`src/rtl/tgmt_pkg.sv`:
```
// Package: shared types and constants of the gesture-to-pointer tracker.
`timescale 1ns / 1ps

package tgmt_pkg;

    localparam int unsigned CFG_DW = 16;
    localparam int unsigned CFG_AW = 2;

    // register indexes
    localparam logic [CFG_AW-1:0] CFG_PRESS   = 2'd0;
    localparam logic [CFG_AW-1:0] CFG_RELEASE = 2'd1;
    localparam logic [CFG_AW-1:0] CFG_IDLE    = 2'd2;
    localparam logic [CFG_AW-1:0] CFG_STEP    = 2'd3;

    localparam logic [7:0]  RST_PRESS   = 8'd50;
    localparam logic [7:0]  RST_RELEASE = 8'd90;
    localparam logic [15:0] RST_IDLE    = 16'd10000;
    localparam logic [6:0]  RST_STEP    = 7'd25;

    // gesture state / position codes
    localparam logic [2:0] ST_INIT   = 3'd0;
    localparam logic [2:0] ST_RANGE  = 3'd1;
    localparam logic [2:0] ST_IDLE   = 3'd2;
    localparam logic [2:0] ST_MID    = 3'd3;
    localparam logic [2:0] ST_TOP    = 3'd4;
    localparam logic [2:0] ST_BOTTOM = 3'd5;
    localparam logic [2:0] ST_LEFT   = 3'd6;
    localparam logic [2:0] ST_RIGHT  = 3'd7;

    typedef struct packed {
        logic [7:0]  prs_thr;
        logic [7:0]  rel_thr;
        logic [15:0] idle_limit;
        logic [6:0]  move_step;
    } t_cfg;

    typedef struct packed {
        logic load;
        logic sum;
        logic cmp;
        logic commit;
    } t_dp_cmd;

    typedef struct packed {
        logic out_busy;
    } t_dp_status;

endpackage

```
`src/rtl/tof_gesture_to_mouse_tracker.sv`:
```
// Top level of the proximity-gesture pointer tracker.
`timescale 1ns / 1ps

// Takes one four-sensor frame per transfer and returns exactly one pointer report per frame.
// A frame passes through capture, range sum, threshold compare and state commit in turn,
// stepped by the frame sequencer; the next frame is taken in the cycle after commit, so a
// new frame is not accepted until the previous one has committed, and commit waits while a
// previous report is still held in the output register.
// Configuration writes (index 0 press, 1 release, 2 idle limit, 3 move step) take effect
// at once and are meant for when no frame is in flight.

module tof_gesture_to_mouse_tracker (
    input  logic                        i_clk,
    input  logic                        i_rst_n,
    input  logic                        i_cfg_we,
    input  logic [tgmt_pkg::CFG_AW-1:0] i_cfg_idx,
    input  logic [tgmt_pkg::CFG_DW-1:0] i_cfg_data,
    input  logic                        i_in_valid,
    output logic                        o_in_stall,
    input  logic                        i_ready_top,
    input  logic [4:0]                  i_code_top,
    input  logic [7:0]                  i_range_top,
    input  logic                        i_ready_left,
    input  logic [4:0]                  i_code_left,
    input  logic [7:0]                  i_range_left,
    input  logic                        i_ready_bottom,
    input  logic [4:0]                  i_code_bottom,
    input  logic [7:0]                  i_range_bottom,
    input  logic                        i_ready_right,
    input  logic [4:0]                  i_code_right,
    input  logic [7:0]                  i_range_right,
    output logic                        o_out_valid,
    input  logic                        i_out_stall,
    output logic                        o_move_valid,
    output logic                        o_button_pressed,
    output logic signed [8:0]           o_delta_x,
    output logic signed [8:0]           o_delta_y,
    output logic [2:0]                  o_position,
    output logic                        o_asleep
);
    import tgmt_pkg::*;

    t_cfg       cfg;
    t_dp_cmd    cmd;
    t_dp_status status;

    tgmt_cfg_regs u_cfg (
        .i_clk      (i_clk),
        .i_rst_n    (i_rst_n),
        .i_cfg_we   (i_cfg_we),
        .i_cfg_idx  (i_cfg_idx),
        .i_cfg_data (i_cfg_data),
        .o_cfg      (cfg)
    );

    tgmt_ctrl u_ctrl (
        .i_clk      (i_clk),
        .i_rst_n    (i_rst_n),
        .i_in_valid (i_in_valid),
        .o_in_stall (o_in_stall),
        .i_status   (status),
        .o_cmd      (cmd)
    );

    tgmt_datapath u_dp (
        .i_clk            (i_clk),
        .i_rst_n          (i_rst_n),
        .i_cfg            (cfg),
        .i_cmd            (cmd),
        .o_status         (status),
        .i_ready_top      (i_ready_top),
        .i_code_top       (i_code_top),
        .i_range_top      (i_range_top),
        .i_ready_left     (i_ready_left),
        .i_code_left      (i_code_left),
        .i_range_left     (i_range_left),
        .i_ready_bottom   (i_ready_bottom),
        .i_code_bottom    (i_code_bottom),
        .i_range_bottom   (i_range_bottom),
        .i_ready_right    (i_ready_right),
        .i_code_right     (i_code_right),
        .i_range_right    (i_range_right),
        .i_out_stall      (i_out_stall),
        .o_out_valid      (o_out_valid),
        .o_move_valid     (o_move_valid),
        .o_button_pressed (o_button_pressed),
        .o_delta_x        (o_delta_x),
        .o_delta_y        (o_delta_y),
        .o_position       (o_position),
        .o_asleep         (o_asleep)
    );

endmodule

```
`src/rtl/tgmt_cfg_regs.sv`:
```
// Configuration register file of the tracker.
`timescale 1ns / 1ps

module tgmt_cfg_regs (
    input  logic                       i_clk,
    input  logic                       i_rst_n,
    input  logic                       i_cfg_we,
    input  logic [tgmt_pkg::CFG_AW-1:0] i_cfg_idx,
    input  logic [tgmt_pkg::CFG_DW-1:0] i_cfg_data,
    output tgmt_pkg::t_cfg             o_cfg
);
    import tgmt_pkg::*;

    t_cfg r_cfg;

    always_ff @(posedge i_clk) begin
        if (!i_rst_n) begin
            r_cfg.prs_thr    <= RST_PRESS;
            r_cfg.rel_thr    <= RST_RELEASE;
            r_cfg.idle_limit <= RST_IDLE;
            r_cfg.move_step  <= RST_STEP;
        end else if (i_cfg_we) begin
            unique case (i_cfg_idx)
                CFG_PRESS:   r_cfg.prs_thr    <= i_cfg_data[7:0];
                CFG_RELEASE: r_cfg.rel_thr    <= i_cfg_data[7:0];
                CFG_IDLE:    r_cfg.idle_limit <= i_cfg_data[15:0];
                CFG_STEP:    r_cfg.move_step  <= i_cfg_data[6:0];
            endcase
        end
    end

    assign o_cfg = r_cfg;

endmodule

```
`src/rtl/tgmt_ctrl.sv`:
```
// Frame sequencer: capture, sum, compare, commit.
`timescale 1ns / 1ps

module tgmt_ctrl (
    input  logic                   i_clk,
    input  logic                   i_rst_n,
    input  logic                   i_in_valid,
    output logic                   o_in_stall,
    input  tgmt_pkg::t_dp_status   i_status,
    output tgmt_pkg::t_dp_cmd      o_cmd
);
    import tgmt_pkg::*;

    localparam logic [1:0] S_WAIT = 2'd0;
    localparam logic [1:0] S_SUM  = 2'd1;
    localparam logic [1:0] S_CMP  = 2'd2;
    localparam logic [1:0] S_UPD  = 2'd3;

    logic [1:0] r_state;
    logic [1:0] n_state;

    always_comb begin
        n_state = r_state;
        o_cmd   = '0;
        unique case (r_state)
            S_WAIT: begin
                if (i_in_valid) begin
                    o_cmd.load = 1'b1;
                    n_state    = S_SUM;
                end
            end
            S_SUM: begin
                o_cmd.sum = 1'b1;
                n_state   = S_CMP;
            end
            S_CMP: begin
                o_cmd.cmp = 1'b1;
                n_state   = S_UPD;
            end
            S_UPD: begin
                if (!i_status.out_busy) begin
                    o_cmd.commit = 1'b1;
                    n_state      = S_WAIT;
                end
            end
        endcase
    end

    always_ff @(posedge i_clk) begin
        if (!i_rst_n) r_state <= S_WAIT;
        else          r_state <= n_state;
    end

    assign o_in_stall = (r_state != S_WAIT);

    a_load_then_sum: assert property (@(posedge i_clk) disable iff (!i_rst_n)
        o_cmd.load |=> (r_state == S_SUM))
        else $error("capture not followed by sum");
    a_commit_free: assert property (@(posedge i_clk) disable iff (!i_rst_n)
        o_cmd.commit |-> !i_status.out_busy)
        else $error("commit into an occupied output");
    a_upd_hold: assert property (@(posedge i_clk) disable iff (!i_rst_n)
        (r_state == S_UPD) && i_status.out_busy |=> (r_state == S_UPD))
        else $error("left commit state while output busy");

endmodule

```
`src/rtl/tgmt_datapath.sv`:
```
// Datapath: frame capture, range sum, hysteresis compare, gesture state and output register.
`timescale 1ns / 1ps

module tgmt_datapath (
    input  logic                 i_clk,
    input  logic                 i_rst_n,
    input  tgmt_pkg::t_cfg       i_cfg,
    input  tgmt_pkg::t_dp_cmd    i_cmd,
    output tgmt_pkg::t_dp_status o_status,
    input  logic                 i_ready_top,
    input  logic [4:0]           i_code_top,
    input  logic [7:0]           i_range_top,
    input  logic                 i_ready_left,
    input  logic [4:0]           i_code_left,
    input  logic [7:0]           i_range_left,
    input  logic                 i_ready_bottom,
    input  logic [4:0]           i_code_bottom,
    input  logic [7:0]           i_range_bottom,
    input  logic                 i_ready_right,
    input  logic [4:0]           i_code_right,
    input  logic [7:0]           i_range_right,
    input  logic                 i_out_stall,
    output logic                 o_out_valid,
    output logic                 o_move_valid,
    output logic                 o_button_pressed,
    output logic signed [8:0]    o_delta_x,
    output logic signed [8:0]    o_delta_y,
    output logic [2:0]           o_position,
    output logic                 o_asleep
);
    import tgmt_pkg::*;

    function automatic logic signed [2:0] coord_x(input logic [2:0] s);
        unique case (s)
            ST_LEFT:  coord_x = -3'sd1;
            ST_RIGHT: coord_x = 3'sd1;
            default:  coord_x = 3'sd0;
        endcase
    endfunction

    function automatic logic signed [2:0] coord_y(input logic [2:0] s);
        unique case (s)
            ST_TOP:    coord_y = -3'sd1;
            ST_BOTTOM: coord_y = 3'sd1;
            default:   coord_y = 3'sd0;
        endcase
    endfunction

    // captured frame: t, l, b, r detect bits
    logic       r_det_t, r_det_l, r_det_b, r_det_r;
    logic [7:0] r_rng_t, r_rng_l, r_rng_b, r_rng_r;
    logic [2:0] r_cnt_n;
    logic [9:0] r_sum;
    logic       r_prs_hit, r_rel_hit;

    // state
    logic [2:0]  r_gst;
    logic        r_btn;
    logic [15:0] r_empty;

    // output register
    logic              r_out_valid;
    logic              r_move_valid;
    logic signed [8:0] r_dx, r_dy;
    logic [2:0]        r_pos;

    logic [10:0] prs_lim;
    logic [11:0] rel_lim;
    logic [8:0]  rel_p1;

    logic              n_btn;
    logic [2:0]        n_gst;
    logic [15:0]       n_empty;
    logic              n_move;
    logic signed [8:0] n_dx, n_dy;
    logic              tgt_ok;
    logic [2:0]        tgt;
    logic signed [2:0] dfx, dfy;
    logic signed [11:0] prod_x, prod_y;
    logic              pos_st;

    assign o_status.out_busy = r_out_valid && i_out_stall;

    always_ff @(posedge i_clk) begin
        if (i_cmd.load) begin
            r_det_t <= i_ready_top    && (i_code_top    == 5'd0);
            r_det_l <= i_ready_left   && (i_code_left   == 5'd0);
            r_det_b <= i_ready_bottom && (i_code_bottom == 5'd0);
            r_det_r <= i_ready_right  && (i_code_right  == 5'd0);
            r_rng_t <= i_range_top;
            r_rng_l <= i_range_left;
            r_rng_b <= i_range_bottom;
            r_rng_r <= i_range_right;
        end
        if (i_cmd.sum) begin
            r_cnt_n <= 3'({2'b0, r_det_t} + {2'b0, r_det_l} + {2'b0, r_det_b}
                          + {2'b0, r_det_r});
            r_sum   <= (r_det_t ? {2'b0, r_rng_t} : 10'd0)
                     + (r_det_l ? {2'b0, r_rng_l} : 10'd0)
                     + (r_det_b ? {2'b0, r_rng_b} : 10'd0)
                     + (r_det_r ? {2'b0, r_rng_r} : 10'd0);
        end
        if (i_cmd.cmp) begin
            r_prs_hit <= ({1'b0, r_sum} < prs_lim);
            r_rel_hit <= ({2'b0, r_sum} >= rel_lim);
        end
    end

    // floor(sum/n) < P  <=>  sum < P*n ;  floor(sum/n) > R  <=>  sum >= (R+1)*n
    assign rel_p1  = {1'b0, i_cfg.rel_thr} + 9'd1;
    assign prs_lim = 11'({3'b0, i_cfg.prs_thr} * {8'b0, r_cnt_n});
    assign rel_lim = 12'({3'b0, rel_p1} * {9'b0, r_cnt_n});

    always_comb begin
        tgt_ok = 1'b1;
        tgt    = ST_MID;
        priority if (r_det_t && r_cnt_n == 3'd1) tgt = ST_TOP;
        else if (r_det_l && r_cnt_n == 3'd1)     tgt = ST_LEFT;
        else if (r_det_r && r_cnt_n == 3'd1)     tgt = ST_RIGHT;
        else if (r_det_b && r_cnt_n < 3'd3)      tgt = ST_BOTTOM;
        else if (r_cnt_n > 3'd2)                 tgt = ST_MID;
        else                                     tgt_ok = 1'b0;
    end

    assign pos_st = (r_gst != ST_INIT) && (r_gst != ST_RANGE) && (r_gst != ST_IDLE);
    assign dfx    = coord_x(tgt) - coord_x(r_gst);
    assign dfy    = coord_y(tgt) - coord_y(r_gst);
    assign prod_x = dfx * $signed({2'b0, i_cfg.move_step});
    assign prod_y = dfy * $signed({2'b0, i_cfg.move_step});

    always_comb begin
        n_btn   = r_btn;
        n_gst   = r_gst;
        n_empty = r_empty;
        n_move  = 1'b0;
        n_dx    = '0;
        n_dy    = '0;
        if (r_cnt_n != 3'd0) begin
            if (r_prs_hit && !r_btn)      n_btn = 1'b1;
            else if (r_rel_hit && r_btn)  n_btn = 1'b0;
        end
        if (r_gst == ST_INIT) begin
            n_btn = 1'b0;
            n_gst = ST_RANGE;
        end
        if (!pos_st) begin
            if (n_gst == ST_IDLE) begin
                if (r_cnt_n != 3'd0) n_empty = '0;
            end else if (r_cnt_n == 3'd0) begin
                if (r_empty > i_cfg.idle_limit) n_gst = ST_IDLE;
                else if (r_empty != 16'hFFFF)   n_empty = r_empty + 16'd1;
            end else begin
                n_empty = '0;
            end
            if (tgt_ok) n_gst = tgt;
        end else begin
            if (r_cnt_n == 3'd0) begin
                n_gst = ST_RANGE;
            end else if (tgt_ok && tgt != r_gst) begin
                n_move = 1'b1;
                n_dx   = prod_x[8:0];
                n_dy   = prod_y[8:0];
                n_gst  = tgt;
            end
        end
    end

    always_ff @(posedge i_clk) begin
        if (!i_rst_n) begin
            r_gst   <= ST_INIT;
            r_btn   <= 1'b0;
            r_empty <= '0;
        end else if (i_cmd.commit) begin
            r_gst   <= n_gst;
            r_btn   <= n_btn;
            r_empty <= n_empty;
        end
    end

    always_ff @(posedge i_clk) begin
        if (!i_rst_n) begin
            r_out_valid <= 1'b0;
        end else if (i_cmd.commit) begin
            r_out_valid <= 1'b1;
        end else if (!i_out_stall) begin
            r_out_valid <= 1'b0;
        end
    end

    always_ff @(posedge i_clk) begin
        if (i_cmd.commit) begin
            r_move_valid <= n_move;
            r_dx         <= n_dx;
            r_dy         <= n_dy;
            r_pos        <= n_gst;
        end
    end

    assign o_out_valid      = r_out_valid;
    assign o_move_valid     = r_move_valid;
    assign o_button_pressed = r_btn;
    assign o_delta_x        = r_dx;
    assign o_delta_y        = r_dy;
    assign o_position       = r_pos;
    assign o_asleep         = (r_pos == ST_IDLE);

    a_commit_shows: assert property (@(posedge i_clk) disable iff (!i_rst_n)
        i_cmd.commit |=> r_out_valid)
        else $error("committed frame not presented");
    a_move_pos: assert property (@(posedge i_clk) disable iff (!i_rst_n)
        r_out_valid && r_move_valid |-> (r_pos >= ST_MID))
        else $error("move reported outside a position");
    a_no_move_zero: assert property (@(posedge i_clk) disable iff (!i_rst_n)
        r_out_valid && !r_move_valid |-> (r_dx == 9'sd0) && (r_dy == 9'sd0))
        else $error("non-zero delta without a move");
    a_never_init: assert property (@(posedge i_clk) disable iff (!i_rst_n)
        r_out_valid |-> (r_pos != ST_INIT) && (r_gst == r_pos))
        else $error("presented position disagrees with state");

endmodule
```
`config.mk`:
```
export PLATFORM = sky130hd
export DESIGN_NAME = tof_gesture_to_mouse_tracker
export DESIGN_NICKNAME = d
export VERILOG_FILES = /design/src/rtl/tgmt_pkg.sv /design/src/rtl/tof_gesture_to_mouse_tracker.sv /design/src/rtl/tgmt_cfg_regs.sv /design/src/rtl/tgmt_ctrl.sv /design/src/rtl/tgmt_datapath.sv
export SDC_FILE = /design/constraint.sdc
export NUM_CORES = 1
export LEC_CHECK = 0
export BUFFER_PORTS_ARGS = -buffer_cell sky130_fd_sc_hd__buf_2
export CAP_MARGIN = 20
export CORE_UTILIZATION = 40
export DETAILED_ROUTE_END_ITERATION = 12
export HOLD_SLACK_MARGIN = 0.08
export PLACE_DENSITY = 0.61
export SLEW_MARGIN = 20
export SYNTH_ARGS = -nofsm -noshare
export SYNTH_HDL_FRONTEND = slang
export SYNTH_HIERARCHICAL = 1
export SYNTH_SLANG_ARGS = --single-unit
export TNS_END_PERCENT = 5
```
`constraint.sdc`:
```
create_clock -name i_clk -period 3.8 [get_ports i_clk]
set_input_delay 0.57 -clock i_clk [delete_from_list [all_inputs] [get_ports i_clk]]
set_output_delay 0.57 -clock i_clk [all_outputs]
set_load 0.02 [all_outputs]
```
==> results.toml <==
[timing]
worst_slack_ns = -0.143
slew_headroom_pct = 44.2
rsz0062_at_grt = "true"
hold_viol = 0
max_freq_ghz = 0.254
skew_ns = 0.0113
worst_pin_slew_ns = 0.838
fin_crit_sh_pct = 104
period_minus_slack_ns = 3.94
whs_ns = 0.316
finalSetupViolations = 5
slew_violations = 0

[cells_and_area]
drive_above_1_share_pct = 23.6
finalNetCount = 1356
num-fill-cells = 2204
area_growth_pct = 22.1
fin_area_mm2 = 0.0117
diodes = 0
final_util_pct = 49.9
ff_latch_area_mm2 = 0.00344
fin_cells = 1461
multi_input_area_mm2 = 0.00581

[setup_path]
cp_cell_sequence = "buf_6, o31ai_4, a22oi_2, ha_2, inv_2, fa_2, nand2_2, fa_1, inv_1, fa_2, ha_4, fa_2, a21o_1, a21oi_2, xor2_1, nor2_1"
crit_slowest_cell = "fa_2"
cp-end-kind = "flip-flop"
worstPathMaxFanout = 5
crit_top_cell = "fa_2"
cp_data_required_time_ns = 3.95
crit_family = "adder cells"
cp_slowest_stage_delay_ns = 0.60
cp-start-kind = "flip-flop"
worstPathArrival_ns = 4.10
path_buf_inv = 3
path_class = "flip-flop to flip-flop"

[route]
wl_per_cell_um = 13.7
drc = 0
drtIter0Drc = 400
first_pass_iters = 5
routed-via-count = 7055
ant_nets = 0
wl_um = 20000
post_drt_via_cell_ratio = 4.83

[die]
ios = 105
die_y_um = 157
dieWidth_um = 157
rows = 56
die-area_mm2 = 0.0246
initial_core_util_pct = 40.9
core_mm2 = 0.0235

[global_routing]
grt_util_met1_pct = 24.2
grt_antenna_before_repair = 0
gr-usage-met2_pct = 27.4
grt_pass1_vias = 7023
grt_use_met3_pct = 3.16
grt_max_degree = 37
grt_use_total_pct = 17.2
gr-total-overflow = 0
grt-busiest-layer = "met2"
grt_first_pass_wirelength_um = 33300

[synth]
netlist_instances = 972
synth_top_area_share_pct = 22.8
synth_top_area_cell = "edfxtp_1"
synth_compound_area_share_pct = 9.51
synthAdderAreaFrac_pct = 23.1
synth-seq-cells = 135
synth_edf_count = 73
ys_top_cells_by_area = "edfxtp_1 (23%), ha_1 (13%), dfxtp_1 (13%), fa_1 (10%), nand2_1 (5.2%)"
synth_top_family_by_area = "adder cells"
synth_xor_xnor_area_share_pct = 4.20
synth_common_cells = "nand2_1 (134), inv_1 (111), ha_1 (100)"
synth_fp_nets = 1199
synthesis.area_mm2 = 0.00960
synthMuxAreaShare_pct = 3.86
yosysMostFrequentCell = "nand2_1"
synth_cell_type_count = 66
yosysWarningCount = 6
synth-main-ff-cell = "edfxtp_1"
avgSynthCellArea_um2 = 9.87
yosys.area_share.simple_pct = 17.5
postSynth.asyncResetShare_pct = 0
yosysSeqAreaShare_pct = 35.8

[cts]
cts_htree_levels = 4
cts_tree = "built"
clk_pin_slew_ns = 0.07
clock-root-buffer = "clkbuf_16"
cts.sinks = 135
numCtsBuffers = 17
clkLatencyLatePin_ns = 0.42
clock_path_buffers = 2
postCtsHoldBufs = 0

[run_status]
status = "complete, but fails checks"
violations = "setup timing"

[worst_hold_path]
min_path_type = "primary input to flip-flop"

[placed_design]
hpwl_um = 15300
gp_congestion = 0.791
place_inst = 1422
place_area_mm2 = 0.0109
portBuffers = 104

[flow_run]
drv_cap = 0

[power_and_ir_drop]
ir_worst_vdd_uv = 356
powerDensity_mw_per_mm2 = 561
p_leak_nw = 5.41
[kinds of logic after synthesis]
group                      count (synthesis)
muxes                                     37
xor gates and xnor gates                  46
and+or+nand+nor                          333
buffers and inverters                    145
adders and majority gates                148
AOI/OAI and AO/OA                        128
DFF                                      135
[registers in the layout, indices dropped and copies added (netlist names), 3 cells and up]
signal           cells
u_dp/r_rng_l         8
u_dp/o_position      3
u_dp/r_gst           3
u_dp/r_rng_r         8
u_dp/r_rng_t         8
u_dp/r_empty        16
u_dp/o_delta_x       9
u_dp/o_delta_y       9
u_dp/r_sum          10
u_dp/r_cnt_n         3
u_dp/r_rng_b         8
u_cfg/o_cfg         39
[path summary, 6_finish.rpt]
path	startpoint	end	slack [ns]	depth (start not counted)
max	u_dp/r_cnt_n[1]	u_dp/o_delta_y[7]	-0.14	16
min	i_range_bottom[6]	u_dp/r_rng_b[6]	0.32	1
max reg2reg	u_dp/r_cnt_n[1]	u_dp/o_delta_y[7]	-0.14	16
min reg2reg	u_cfg/o_cfg[18]	u_cfg/o_cfg[18]	0.46	2
[report_power, final]
group | switching, mW | internal, mW
logic | 1.56 | 1.34
registers | 0.124 | 1.84
clock network | 0.671 | 1.04
total | 2.36 | 4.22
[routing by layer]
layer	share of wire (%)	wire length, um
met2	45	8910
met1	51	10300
met3	3.5	695
met4	0.70	140
met5	0	0
[cell type report]
cell class	instances	area share [%]
well taps	319	3.41
flip-flops and latches	135	29.4
clock inverters	14	1.47
clock buffers	18	3.66
multi-input cells	692	49.6
repair buffers	170	8.85
inverters	113	3.63
[worst reg2reg max path: stages, from the launching register on]
cell      delay (ns)
edfxtp_1        0.44
buf_6           0.14
o31ai_4         0.05
a22oi_2         0.20
ha_2            0.22
inv_2           0.04
fa_2            0.60
nand2_2         0.07
fa_1            0.50
inv_1           0.05
fa_2            0.35
ha_4            0.18
fa_2            0.35
a21o_1          0.18
a21oi_2         0.12
xor2_1          0.15
nor2_1          0.06
[cells in the final DEF, fill, tap and decap left out, types with 7 or more instances in the layout]
master	count
dfxtp_1	59
and2_1	37
mux2i_1	37
inv_1	109
ha_1	90
a21o_1	23
nand4_1	7
edfxtp_1	73
nand3_1	17
xor2_1	13
nor3_1	7
fa_1	43
nor2b_1	27
buf_4	63
o21ai_0	13
clkbuf_16	17
a211oi_1	7
nand2_1	132
a21oi_1	30
buf_2	104
nor2_1	40
a21oi_2	7
ha_4	7
nand2b_1	15
xnor2_1	28
[stage by stage]
stage                     worst slack, ns  total power, mW  setup TNS, ns
after floorplan                   -0.0374             3.95         -0.105
after global placement             -0.132             4.70         -0.528
after detailed placement           -0.244             4.76         -0.944
after CTS                          -0.135             6.59         -0.661
after global routing               -0.338             7.14          -2.21
final                              -0.143             6.58         -0.550
[repair_timing]
action	in CTS	in global routing
endpoints found under the setup margin	7	13
resized for setup	13	21
setup buffers	6	1
pin swaps	7	4
Note: power is estimated with default switching activity, not from simulation.
